**src/rtl/mteq_pkg.sv**
```systemverilog
// Shared types, constants and widths for the timer expiry queue.
package mteq_pkg;

    localparam int NUM_TIMERS = 64;
    localparam int ID_W       = $clog2(NUM_TIMERS);
    localparam int LINK_W     = $clog2(NUM_TIMERS + 1);
    localparam logic [LINK_W-1:0] END_MARK = LINK_W'(NUM_TIMERS);

    // ms / 10 == (ms * DIV10_MAGIC) >> DIV10_SHIFT for every 32-bit ms
    localparam logic [31:0] DIV10_MAGIC = 32'hCCCC_CCCD;
    localparam int          DIV10_SHIFT = 35;

    typedef enum logic [2:0] {
        MODE_ALLOC     = 3'd0,
        MODE_RELEASE   = 3'd1,
        MODE_REL_OWNER = 3'd2,
        MODE_START     = 3'd3,
        MODE_STOP      = 3'd4,
        MODE_TICK      = 3'd5
    } mode_t;

    typedef enum logic [1:0] {
        KIND_ACK    = 2'd0,
        KIND_ALLOC  = 2'd1,
        KIND_EXPIRY = 2'd2
    } kind_t;

    // Decoded command handed from the front part to the back part
    typedef struct packed {
        logic [2:0]      mode;
        logic            id_ok;
        logic [ID_W-1:0] id;
        logic [7:0]      owner;
        logic [31:0]     ticks;
    } cmd_t;

    typedef struct packed {
        kind_t       kind;
        logic [5:0]  timer;
        logic [7:0]  owner;
        logic        ok;
        logic        sw;
        logic [31:0] now;
        logic        last;
    } res_t;

    typedef struct packed {
        logic idle;
        logic head_end;
        logic none_running;
        logic run_orphan;
    } status_t;

endpackage

```
**src/rtl/mteq_ram.sv**
```systemverilog
// Generic single-write, single-read RAM with registered read data.
module mteq_ram #(
    parameter int WIDTH = 8,
    parameter int DEPTH = 64
) (
    input  logic                     clk,
    input  logic                     we,
    input  logic [$clog2(DEPTH)-1:0] waddr,
    input  logic [WIDTH-1:0]         wdata,
    input  logic                     re,
    input  logic [$clog2(DEPTH)-1:0] raddr,
    output logic [WIDTH-1:0]         rdata
);

    logic [WIDTH-1:0] mem [DEPTH];

    // Write port
    always_ff @(posedge clk)
    begin
        if (we)
        begin
            mem[waddr] <= wdata;
        end
    end

    // Registered read, held while not enabled
    always_ff @(posedge clk)
    begin
        if (re)
        begin
            rdata <= mem[raddr];
        end
    end

endmodule

```
**src/rtl/mteq_back.sv**
```systemverilog
// Back part: timer table, deadline-ordered linked list and result sequencing.
module mteq_back (
    input  logic                 clk,
    input  logic                 rst_n,
    input  logic                 q_valid,
    output logic                 q_ready,
    input  mteq_pkg::cmd_t       q_cmd,
    input  logic [5:0]           switch_id,
    output logic                 res_valid,
    input  logic                 res_ready,
    output mteq_pkg::res_t       res,
    output mteq_pkg::status_t    status
);

    localparam int N  = mteq_pkg::NUM_TIMERS;
    localparam int IW = mteq_pkg::ID_W;
    localparam int LW = mteq_pkg::LINK_W;

    typedef enum logic [3:0] {
        S_IDLE, S_ALLOC, S_ROWN_RD, S_ROWN_CHK, S_UL_RD, S_UL_WR, S_REL_FIN,
        S_START_SET, S_WALK_DL, S_WALK_NX, S_LINK1, S_LINK2, S_TICK_RD,
        S_TICK_CHK, S_TICK_END, S_ACK
    } state_t;

    state_t           state_reg, state_next;
    state_t           ret_reg, ret_next;
    mteq_pkg::cmd_t   cmd_reg, cmd_next;
    logic [LW-1:0]    idx_reg, idx_next;
    logic [IW-1:0]    uid_reg, uid_next;
    logic [LW-1:0]    head_reg, head_next;
    logic [31:0]      tick_reg, tick_next;
    logic [N-1:0]     busy_reg, busy_next;
    logic [N-1:0]     run_reg, run_next;
    logic [31:0]      dl_reg, dl_next;
    logic [LW-1:0]    lp_reg, lp_next;
    logic [LW-1:0]    lnx_reg, lnx_next;
    logic             ok_reg, ok_next;
    logic             pend_v_reg, pend_v_next;
    mteq_pkg::res_t   pend_reg, pend_next;
    logic             out_v_reg, out_v_next;
    mteq_pkg::res_t   out_reg, out_next;

    // RAM ports
    logic             own_we, own_re, dl_we, dl_re, nx_we, nx_re, pv_we, pv_re;
    logic [IW-1:0]    own_wa, own_ra, dl_wa, dl_ra, nx_wa, nx_ra, pv_wa, pv_ra;
    logic [7:0]       own_wd, own_rd;
    logic [31:0]      dl_wd, dl_rd;
    logic [LW-1:0]    nx_wd, nx_rd, pv_wd, pv_rd;

    logic             can_push;

    mteq_ram #(.WIDTH(8), .DEPTH(N)) u_owner_ram (
        .clk(clk), .we(own_we), .waddr(own_wa), .wdata(own_wd),
        .re(own_re), .raddr(own_ra), .rdata(own_rd)
    );
    mteq_ram #(.WIDTH(32), .DEPTH(N)) u_deadline_ram (
        .clk(clk), .we(dl_we), .waddr(dl_wa), .wdata(dl_wd),
        .re(dl_re), .raddr(dl_ra), .rdata(dl_rd)
    );
    mteq_ram #(.WIDTH(LW), .DEPTH(N)) u_next_ram (
        .clk(clk), .we(nx_we), .waddr(nx_wa), .wdata(nx_wd),
        .re(nx_re), .raddr(nx_ra), .rdata(nx_rd)
    );
    mteq_ram #(.WIDTH(LW), .DEPTH(N)) u_prev_ram (
        .clk(clk), .we(pv_we), .waddr(pv_wa), .wdata(pv_wd),
        .re(pv_re), .raddr(pv_ra), .rdata(pv_rd)
    );

    assign can_push  = !out_v_reg || res_ready;
    assign q_ready   = (state_reg == S_IDLE);
    assign res_valid = out_v_reg;
    assign res       = out_reg;

    assign status.idle         = (state_reg == S_IDLE);
    assign status.head_end     = (head_reg == mteq_pkg::END_MARK);
    assign status.none_running = (run_reg == '0);
    assign status.run_orphan   = ((run_reg & ~busy_reg) != '0);

    // Sequencer
    always_comb
    begin
        logic           push;
        mteq_pkg::res_t pres;
        logic [IW-1:0]  hid;
        logic [IW-1:0]  iid;

        push        = 1'b0;
        pres        = '0;
        hid         = head_reg[IW-1:0];
        iid         = idx_reg[IW-1:0];
        state_next  = state_reg;
        ret_next    = ret_reg;
        cmd_next    = cmd_reg;
        idx_next    = idx_reg;
        uid_next    = uid_reg;
        head_next   = head_reg;
        tick_next   = tick_reg;
        busy_next   = busy_reg;
        run_next    = run_reg;
        dl_next     = dl_reg;
        lp_next     = lp_reg;
        lnx_next    = lnx_reg;
        ok_next     = ok_reg;
        pend_v_next = pend_v_reg;
        pend_next   = pend_reg;
        own_we = 1'b0; own_re = 1'b0; own_wa = '0; own_ra = '0; own_wd = '0;
        dl_we  = 1'b0; dl_re  = 1'b0; dl_wa  = '0; dl_ra  = '0; dl_wd  = '0;
        nx_we  = 1'b0; nx_re  = 1'b0; nx_wa  = '0; nx_ra  = '0; nx_wd  = '0;
        pv_we  = 1'b0; pv_re  = 1'b0; pv_wa  = '0; pv_ra  = '0; pv_wd  = '0;

        case (state_reg)
            // Take the next command and dispatch on its mode
            S_IDLE:
            begin
                if (q_valid)
                begin
                    cmd_next = q_cmd;
                    uid_next = q_cmd.id;
                    idx_next = '0;
                    ok_next  = 1'b0;
                    case (mteq_pkg::mode_t'(q_cmd.mode))
                        mteq_pkg::MODE_ALLOC:
                        begin
                            state_next = S_ALLOC;
                        end
                        mteq_pkg::MODE_RELEASE:
                        begin
                            ret_next = S_REL_FIN;
                            if (q_cmd.id_ok && busy_reg[q_cmd.id])
                            begin
                                state_next = run_reg[q_cmd.id] ? S_UL_RD : S_REL_FIN;
                            end
                            else
                            begin
                                state_next = S_ACK;
                            end
                        end
                        mteq_pkg::MODE_REL_OWNER:
                        begin
                            state_next = S_ROWN_RD;
                        end
                        mteq_pkg::MODE_START:
                        begin
                            ret_next = S_START_SET;
                            if (q_cmd.id_ok && busy_reg[q_cmd.id])
                            begin
                                state_next = run_reg[q_cmd.id] ? S_UL_RD : S_START_SET;
                            end
                            else
                            begin
                                state_next = S_ACK;
                            end
                        end
                        mteq_pkg::MODE_STOP:
                        begin
                            ret_next = S_ACK;
                            if (q_cmd.id_ok && run_reg[q_cmd.id])
                            begin
                                ok_next    = 1'b1;
                                state_next = S_UL_RD;
                            end
                            else
                            begin
                                state_next = S_ACK;
                            end
                        end
                        mteq_pkg::MODE_TICK:
                        begin
                            tick_next   = tick_reg + 32'd1;
                            pend_v_next = 1'b0;
                            state_next  = S_TICK_RD;
                        end
                        default:
                        begin
                            state_next = S_ACK;
                        end
                    endcase
                end
            end

            // Scan for the lowest free timer
            S_ALLOC:
            begin
                if (idx_reg == mteq_pkg::END_MARK)
                begin
                    pres.kind = mteq_pkg::KIND_ALLOC;
                    pres.last = 1'b1;
                    if (can_push)
                    begin
                        push       = 1'b1;
                        state_next = S_IDLE;
                    end
                end
                else if (!busy_reg[iid])
                begin
                    pres.kind  = mteq_pkg::KIND_ALLOC;
                    pres.timer = 6'(iid);
                    pres.ok    = 1'b1;
                    pres.last  = 1'b1;
                    if (can_push)
                    begin
                        push            = 1'b1;
                        busy_next[iid]  = 1'b1;
                        own_we          = 1'b1;
                        own_wa          = iid;
                        own_wd          = cmd_reg.owner;
                        state_next      = S_IDLE;
                    end
                end
                else
                begin
                    idx_next = idx_reg + 1'b1;
                end
            end

            // Release-owner: read each owner, free the matches
            S_ROWN_RD:
            begin
                if (idx_reg == mteq_pkg::END_MARK)
                begin
                    state_next = S_ACK;
                end
                else
                begin
                    own_re     = 1'b1;
                    own_ra     = iid;
                    state_next = S_ROWN_CHK;
                end
            end

            S_ROWN_CHK:
            begin
                idx_next = idx_reg + 1'b1;
                if (busy_reg[iid] && own_rd == cmd_reg.owner)
                begin
                    uid_next   = iid;
                    ret_next   = S_REL_FIN;
                    state_next = run_reg[iid] ? S_UL_RD : S_REL_FIN;
                end
                else
                begin
                    state_next = S_ROWN_RD;
                end
            end

            // Unlink: fetch both neighbors, then splice around the timer
            S_UL_RD:
            begin
                nx_re      = 1'b1;
                nx_ra      = uid_reg;
                pv_re      = 1'b1;
                pv_ra      = uid_reg;
                state_next = S_UL_WR;
            end

            S_UL_WR:
            begin
                if (head_reg == LW'(uid_reg))
                begin
                    head_next = nx_rd;
                end
                else
                begin
                    nx_we = 1'b1;
                    nx_wa = pv_rd[IW-1:0];
                    nx_wd = nx_rd;
                    if (nx_rd != mteq_pkg::END_MARK)
                    begin
                        pv_we = 1'b1;
                        pv_wa = nx_rd[IW-1:0];
                        pv_wd = pv_rd;
                    end
                end
                run_next[uid_reg] = 1'b0;
                state_next        = ret_reg;
            end

            S_REL_FIN:
            begin
                busy_next[uid_reg] = 1'b0;
                run_next[uid_reg]  = 1'b0;
                if (mteq_pkg::mode_t'(cmd_reg.mode) == mteq_pkg::MODE_REL_OWNER)
                begin
                    state_next = S_ROWN_RD;
                end
                else
                begin
                    state_next = S_ACK;
                end
            end

            // Start: store the deadline, then walk for the insert point
            S_START_SET:
            begin
                dl_next           = tick_reg + cmd_reg.ticks;
                dl_we             = 1'b1;
                dl_wa             = uid_reg;
                dl_wd             = tick_reg + cmd_reg.ticks;
                run_next[uid_reg] = 1'b1;
                lp_next           = mteq_pkg::END_MARK;
                lnx_next          = head_reg;
                if (head_reg == mteq_pkg::END_MARK)
                begin
                    state_next = S_LINK1;
                end
                else
                begin
                    dl_re      = 1'b1;
                    dl_ra      = hid;
                    state_next = S_WALK_DL;
                end
            end

            S_WALK_DL:
            begin
                if (dl_reg <= dl_rd)
                begin
                    state_next = S_LINK1;
                end
                else
                begin
                    lp_next    = lnx_reg;
                    nx_re      = 1'b1;
                    nx_ra      = lnx_reg[IW-1:0];
                    state_next = S_WALK_NX;
                end
            end

            S_WALK_NX:
            begin
                lnx_next = nx_rd;
                if (nx_rd == mteq_pkg::END_MARK)
                begin
                    state_next = S_LINK1;
                end
                else
                begin
                    dl_re      = 1'b1;
                    dl_ra      = nx_rd[IW-1:0];
                    state_next = S_WALK_DL;
                end
            end

            // Link the timer between lp and lnx
            S_LINK1:
            begin
                if (lp_reg == mteq_pkg::END_MARK)
                begin
                    head_next = LW'(uid_reg);
                end
                else
                begin
                    nx_we = 1'b1;
                    nx_wa = lp_reg[IW-1:0];
                    nx_wd = LW'(uid_reg);
                end
                pv_we      = 1'b1;
                pv_wa      = uid_reg;
                pv_wd      = lp_reg;
                state_next = S_LINK2;
            end

            S_LINK2:
            begin
                nx_we = 1'b1;
                nx_wa = uid_reg;
                nx_wd = lnx_reg;
                if (lnx_reg != mteq_pkg::END_MARK)
                begin
                    pv_we = 1'b1;
                    pv_wa = lnx_reg[IW-1:0];
                    pv_wd = LW'(uid_reg);
                end
                state_next = S_ACK;
            end

            // Tick: pop expired timers off the head, one behind as pending
            S_TICK_RD:
            begin
                if (head_reg == mteq_pkg::END_MARK)
                begin
                    state_next = S_TICK_END;
                end
                else
                begin
                    dl_re      = 1'b1;
                    dl_ra      = hid;
                    own_re     = 1'b1;
                    own_ra     = hid;
                    nx_re      = 1'b1;
                    nx_ra      = hid;
                    state_next = S_TICK_CHK;
                end
            end

            S_TICK_CHK:
            begin
                if (dl_rd <= tick_reg)
                begin
                    pres = pend_reg;
                    if (!pend_v_reg || can_push)
                    begin
                        push            = pend_v_reg;
                        pend_v_next     = 1'b1;
                        pend_next       = '0;
                        pend_next.kind  = mteq_pkg::KIND_EXPIRY;
                        pend_next.timer = 6'(hid);
                        pend_next.owner = own_rd;
                        pend_next.sw    = (6'(hid) == switch_id);
                        run_next[hid]   = 1'b0;
                        head_next       = nx_rd;
                        state_next      = S_TICK_RD;
                    end
                end
                else
                begin
                    state_next = S_TICK_END;
                end
            end

            S_TICK_END:
            begin
                if (pend_v_reg)
                begin
                    pres      = pend_reg;
                    pres.last = 1'b1;
                end
                else
                begin
                    pres.kind = mteq_pkg::KIND_ACK;
                    pres.last = 1'b1;
                end
                if (can_push)
                begin
                    push        = 1'b1;
                    pend_v_next = 1'b0;
                    state_next  = S_IDLE;
                end
            end

            S_ACK:
            begin
                pres.kind = mteq_pkg::KIND_ACK;
                pres.ok   = ok_reg;
                pres.last = 1'b1;
                if (can_push)
                begin
                    push       = 1'b1;
                    state_next = S_IDLE;
                end
            end

            default:
            begin
                state_next = S_IDLE;
            end
        endcase

        // Output register: drain on ready, load on push
        pres.now   = tick_next;
        out_v_next = out_v_reg && !res_ready;
        out_next   = out_reg;
        if (push)
        begin
            out_v_next = 1'b1;
            out_next   = pres;
        end
    end

    // Control state and registered outputs
    always_ff @(posedge clk or negedge rst_n)
    begin
        if (!rst_n)
        begin
            state_reg  <= S_IDLE;
            ret_reg    <= S_ACK;
            head_reg   <= mteq_pkg::END_MARK;
            tick_reg   <= 32'd0;
            busy_reg   <= '0;
            run_reg    <= '0;
            pend_v_reg <= 1'b0;
            out_v_reg  <= 1'b0;
            idx_reg    <= '0;
        end
        else
        begin
            state_reg  <= state_next;
            ret_reg    <= ret_next;
            head_reg   <= head_next;
            tick_reg   <= tick_next;
            busy_reg   <= busy_next;
            run_reg    <= run_next;
            pend_v_reg <= pend_v_next;
            out_v_reg  <= out_v_next;
            idx_reg    <= idx_next;
        end
    end

    // Payload registers
    always_ff @(posedge clk)
    begin
        cmd_reg  <= cmd_next;
        uid_reg  <= uid_next;
        dl_reg   <= dl_next;
        lp_reg   <= lp_next;
        lnx_reg  <= lnx_next;
        ok_reg   <= ok_next;
        pend_reg <= pend_next;
        out_reg  <= out_next;
    end

endmodule

```
**config.mk**
```make
export PLATFORM = sky130hd
export DESIGN_NAME = mteq_back
export DESIGN_NICKNAME = d
export VERILOG_FILES = /design/src/rtl/mteq_pkg.sv /design/src/rtl/mteq_ram.sv /design/src/rtl/mteq_back.sv
export SDC_FILE = /design/constraint.sdc
export NUM_CORES = 2
export LEC_CHECK = 0
export ABC_AREA = 1
export BUFFER_PORTS_ARGS = -buffer_cell sky130_fd_sc_hd__buf_2
export CORE_ASPECT_RATIO = 0.5
export CORE_MARGIN = 3
export CORE_UTILIZATION = 35
export DETAILED_ROUTE_END_ITERATION = 10
export GPL_TIMING_DRIVEN = 0
export PLACE_DENSITY = 0.59
export SLEW_MARGIN = 10
export SYNTH_ARGS = -nofsm -noshare
export SYNTH_HDL_FRONTEND = slang
export SYNTH_SLANG_ARGS = --single-unit
```
**constraint.sdc**
```tcl
create_clock -name clk -period 9.54 [get_ports clk]
set_clock_uncertainty 0.2 [all_clocks]
set_input_delay 2.862 -clock clk [delete_from_list [all_inputs] [get_ports clk]]
set_output_delay 2.862 -clock clk [all_outputs]
set_load 0.01 [all_outputs]
```
==> load_flow_metrics.sql <==
INSERT INTO impl_metrics (metric_group, metric, value, unit) VALUES
('yosys', 'ys_seq_elements', '3789', ''),
('finish', 'multiInputGateArea', '40600', 'um2'),
('yosys', 'synth_largest_type_area_fraction', '0.681', ''),
('place', 'place.detailed.hpwl', '435000', 'um'),
('place', 'globalplace.congestion', '0.988', ''),
('floorplanning', 'die_area', '463000', 'um2'),
('yosys', 'post-synth-top-count-cell', 'sky130_fd_sc_hd__edfxtp_1', ''),
('critical_path', 'setup.worst_path.class', 'reg2out', ''),
('route', 'post_dr_wirelength_cell', '30.1', 'um'),
('clock_network', 'post_cts_buffers', '0', ''),
('critical_path', 'critical_path.endpoint_type', 'output pin', ''),
('global_route', 'largest_net_degree_at_the_start_of_global_routing', '84', ''),
('yosys', 'ys_dominant_reg_cell', 'sky130_fd_sc_hd__edfxtp_1', ''),
('floorplanning', 'placement_rows', '174', ''),
('finish', 'layout-area-overhead-vs-synth', '16.1', '%'),
('place', 'placement.cell_area', '173000', 'um2'),
('critical_path', 'cp_num_buf_inv', '5', ''),
('finish', 'number_of_flip_flops_under_the_largest_register_name', '2048', ''),
('clock_network', 'tritoncts', 'done', ''),
('route', 'dr_total_vias', '117871', ''),
('critical_path', 'reg2reg_from', 'state_reg[1]$_DFFE_PN0P_', ''),
('clock_network', 'clk_transition_reported_paths', '0.07', 'ns'),
('power', 'total_power', '48700', 'uW'),
('timing', 'final.setup.worst_slack', '2.69', 'ns'),
('finish', 'number_of_nets_at_the_end_of_the_flow', '13900', ''),
('status', 'failed_checks', 'DRC', ''),
('critical_path', 'cp_max_fo', '9', ''),
('route', 'number_of_remaining_drc_errors', '1', ''),
('power', 'share_seq_of_total_power', '0.407', ''),
('route', 'drt_pass1_iterations', '11', ''),
('job', 'maxCapViolCount', '0', ''),
('finish', 'area.sequential', '113000', 'um2'),
('critical_path', 'critPathLaunch', 'head_reg[3]$_DFFE_PN0P_', ''),
('critical_path', 'cell_type_of_the_slowest_stage_on_the_worst_timing_path', 'sky130_fd_sc_hd__clkinv_1', ''),
('yosys', 'synth.yosys.seq_area_share', '0.710', ''),
('critical_path', 'crit_path_largest_cell_delay', '0.66', 'ns'),
('power', 'vdd_ir_drop_max', '166', 'uV'),
('clock_network', 'cts.path.max_buffers', '4', ''),
('finish', 'filler_cell_count', '42465', ''),
('yosys', 'synth_enable_flop_cells', '3607', ''),
('place', 'pre_cts_setup_slack', '2.90', 'ns'),
('clock_network', 'cts.root.buffer_cell', 'sky130_fd_sc_hd__clkbuf_16', ''),
('critical_path', 'worst_path_most_repeated_cell', 'sky130_fd_sc_hd__inv_1', ''),
('power', 'p_sw_frac', '0.368', ''),
('timing', 'final_period_minus_worst_setup_slack', '6.85', 'ns'),
('global_route', 'grt_overflow', '0', ''),
('critical_path', 'worstPathArrival', '3.79', 'ns'),
('critical_path', 'required', '6.48', 'ns'),
('status', 'status', 'finished, violations left', ''),
('worst_hold_path', 'hp-start', 'head_reg[3]$_DFFE_PN0P_', ''),
('power', 'comb_power_share', '0.292', ''),
('clock_network', 'clk_latency', '0.97', 'ns'),
('worst_hold_path', 'min_path_type', 'reg2reg', ''),
('clock_network', 'clkSinkCount', '3789', ''),
('power', 'power_per_cell_area', '264', 'nW/um2'),
('global_route', 'grt_antenna_before_repair', '48', ''),
('power', 'cell_internal_pwr', '30800', 'uW'),
('global_route', 'gr_usage_total', '0.250', ''),
('global_route', 'first_global_vias', '110059', ''),
('route', 'routed_via_density', '5.86', ''),
('yosys', 'yosysWarnings', '0', ''),
('yosys', 'synth_top_cells_by_area', 'sky130_fd_sc_hd__edfxtp_1 68%, sky130_fd_sc_hd__o21ai_0 4.9%, sky130_fd_sc_hd__nor2_1 3.9%', ''),
('route', 'drtIter0Drc', '18855', ''),
('yosys', 'cell_type_contributing_the_most_total_cell_area_after_synthesis', 'sky130_fd_sc_hd__edfxtp_1', ''),
('timing', 'report.final.setup_viol', '0', ''),
('critical_path', 'cp-start-kind', 'flip-flop', ''),
('floorplanning', 'ioPinCount', '117', ''),
('power', 'share_clk_of_total_power', '0.301', ''),
('timing', 'max_slew_violation_count', '0', ''),
('yosys', 'syn-cell-area', '159000', 'um2'),
('yosys', 'netlist_cell_types', '68', '');
[final cells by class]
| cell class | instances | area share |
|---|---|---|
| well taps | 6072 | 0.0412 |
| flip-flops and latches | 3789 | 0.611 |
| clock buffers | 453 | 0.0522 |
| inverters | 797 | 0.0162 |
| multi-input cells | 7598 | 0.220 |
| clock inverters | 201 | 0.0109 |
| diodes | 23 | 0.000312 |
| repair buffers | 327 | 0.0280 |
| plain buffers | 863 | 0.0198 |
[power by group through the flow]
stage | Combinational [uW] | Sequential [uW] | Clock, uW
6_report | 14200 | 19800 | 14700
5_1_grt | 14800 | 19900 | 15400
4_1_cts | 13700 | 19800 | 14700
3_3_place_gp | 13000 | 20400 | 0
3_5_place_dp | 13600 | 20200 | 0
2_1_floorplan | 7000 | 20000 | 0
[metal layers]
layer	part of all wire	vias to the layer above	wire length [um]	track usage
li1	-	49516	-	-
met1	0.39	58937	238000	0.344
met2	0.43	7985	263000	0.381
met3	0.12	1419	70800	0.0541
met4	0.056	14	33900	0.116
met5	0.00040	-	243	0
[final timing paths]
check                                                endpoint  slack, ns  depth (start not counted)
hold reg to reg                        pend_reg[46]$_DFFE_PP_       0.22                          0
setup reg to reg           u_deadline_ram.rdata[29]$_DFFE_PP_       3.71                         13
max in group asynchronous              ret_reg[0]$_DFFE_PN1P_       6.39                          3
hold / removal                         pend_reg[46]$_DFFE_PP_       0.22                          0
setup / recovery                                    status[2]       2.69                          7
min in group asynchronous              tick_reg[14]$_DFF_PN0_       1.55                          1
[cells by family (layout without fill, tap and decap cells)]
| logic type | after synthesis | in the layout | synth area share |
|---|---|---|---|
| mux | 1 | 1 | 0.0000629 |
| flops | 3789 | 3789 | 0.710 |
| other cells | 0 | 23 | 0 |
| simple gates | 4347 | 4347 | 0.119 |
| compound gates | 3082 | 3082 | 0.118 |
| buf+inv | 1660 | 2641 | 0.0418 |
| xor+xnor | 69 | 69 | 0.00380 |
| fa+ha+maj | 99 | 99 | 0.00784 |
[per-stage QoR]
step / setup TNS (ns) / util / hold slack [ns] / instances
after floorplan: 0 / - / 0.220 / 13047
after global placement: -109.38 / 0.371 / 0.232 / 19233
after detailed placement: 0 / 0.383 / 0.231 / 19446
after CTS: 0 / 0.409 / 0.228 / 20100
after global routing: 0 / 0.409 / 0.248 / 20105
final: 0 / 0.409 / 0.219 / 20123
[worst reg2reg max path, cell delays in order (launching register included)]
cell and delay, ns:
sky130_fd_sc_hd__dfrtp_1 0.36, sky130_fd_sc_hd__buf_4 0.18, sky130_fd_sc_hd__nand2_1 0.14, sky130_fd_sc_hd__inv_2 0.06
sky130_fd_sc_hd__nand2_2 0.17, sky130_fd_sc_hd__nand2_2 0.19, sky130_fd_sc_hd__a21oi_4 0.71, sky130_fd_sc_hd__buf_4 0.33
sky130_fd_sc_hd__buf_2 0.40, sky130_fd_sc_hd__buf_1 0.71, sky130_fd_sc_hd__nor2_1 0.09, sky130_fd_sc_hd__o221ai_1 0.84
sky130_fd_sc_hd__a21oi_1 0.17, sky130_fd_sc_hd__o31ai_1 0.97
[cells in the final DEF (no fill, tap or decap), types with 31 or more instances in the layout]
master,instances
sky130_fd_sc_hd__a21oi_1,233
sky130_fd_sc_hd__a311oi_1,49
sky130_fd_sc_hd__buf_1,67
sky130_fd_sc_hd__buf_12,146
sky130_fd_sc_hd__buf_16,57
sky130_fd_sc_hd__buf_2,276
sky130_fd_sc_hd__buf_4,34
sky130_fd_sc_hd__bufinv_16,34
sky130_fd_sc_hd__clkbuf_1,650
sky130_fd_sc_hd__clkbuf_16,371
sky130_fd_sc_hd__clkinv_1,69
sky130_fd_sc_hd__clkinv_2,65
sky130_fd_sc_hd__dfrtp_1,179
sky130_fd_sc_hd__edfxtp_1,3607
sky130_fd_sc_hd__ha_1,98
sky130_fd_sc_hd__inv_1,758
sky130_fd_sc_hd__inv_2,33
sky130_fd_sc_hd__nand2_1,1213
sky130_fd_sc_hd__nand3_1,1030
sky130_fd_sc_hd__nand3b_1,156
sky130_fd_sc_hd__nand4_1,31
sky130_fd_sc_hd__nor2_1,1539
sky130_fd_sc_hd__nor2_4,110
sky130_fd_sc_hd__nor3_1,51
sky130_fd_sc_hd__o211ai_1,138
sky130_fd_sc_hd__o21ai_0,1568
sky130_fd_sc_hd__o21ai_1,128
sky130_fd_sc_hd__o221ai_1,513
sky130_fd_sc_hd__o22ai_1,264
sky130_fd_sc_hd__o31ai_1,69
sky130_fd_sc_hd__or2_0,52
sky130_fd_sc_hd__or2_2,81
sky130_fd_sc_hd__xor2_1,50
Note: power is estimated with default switching activity, not from simulation.
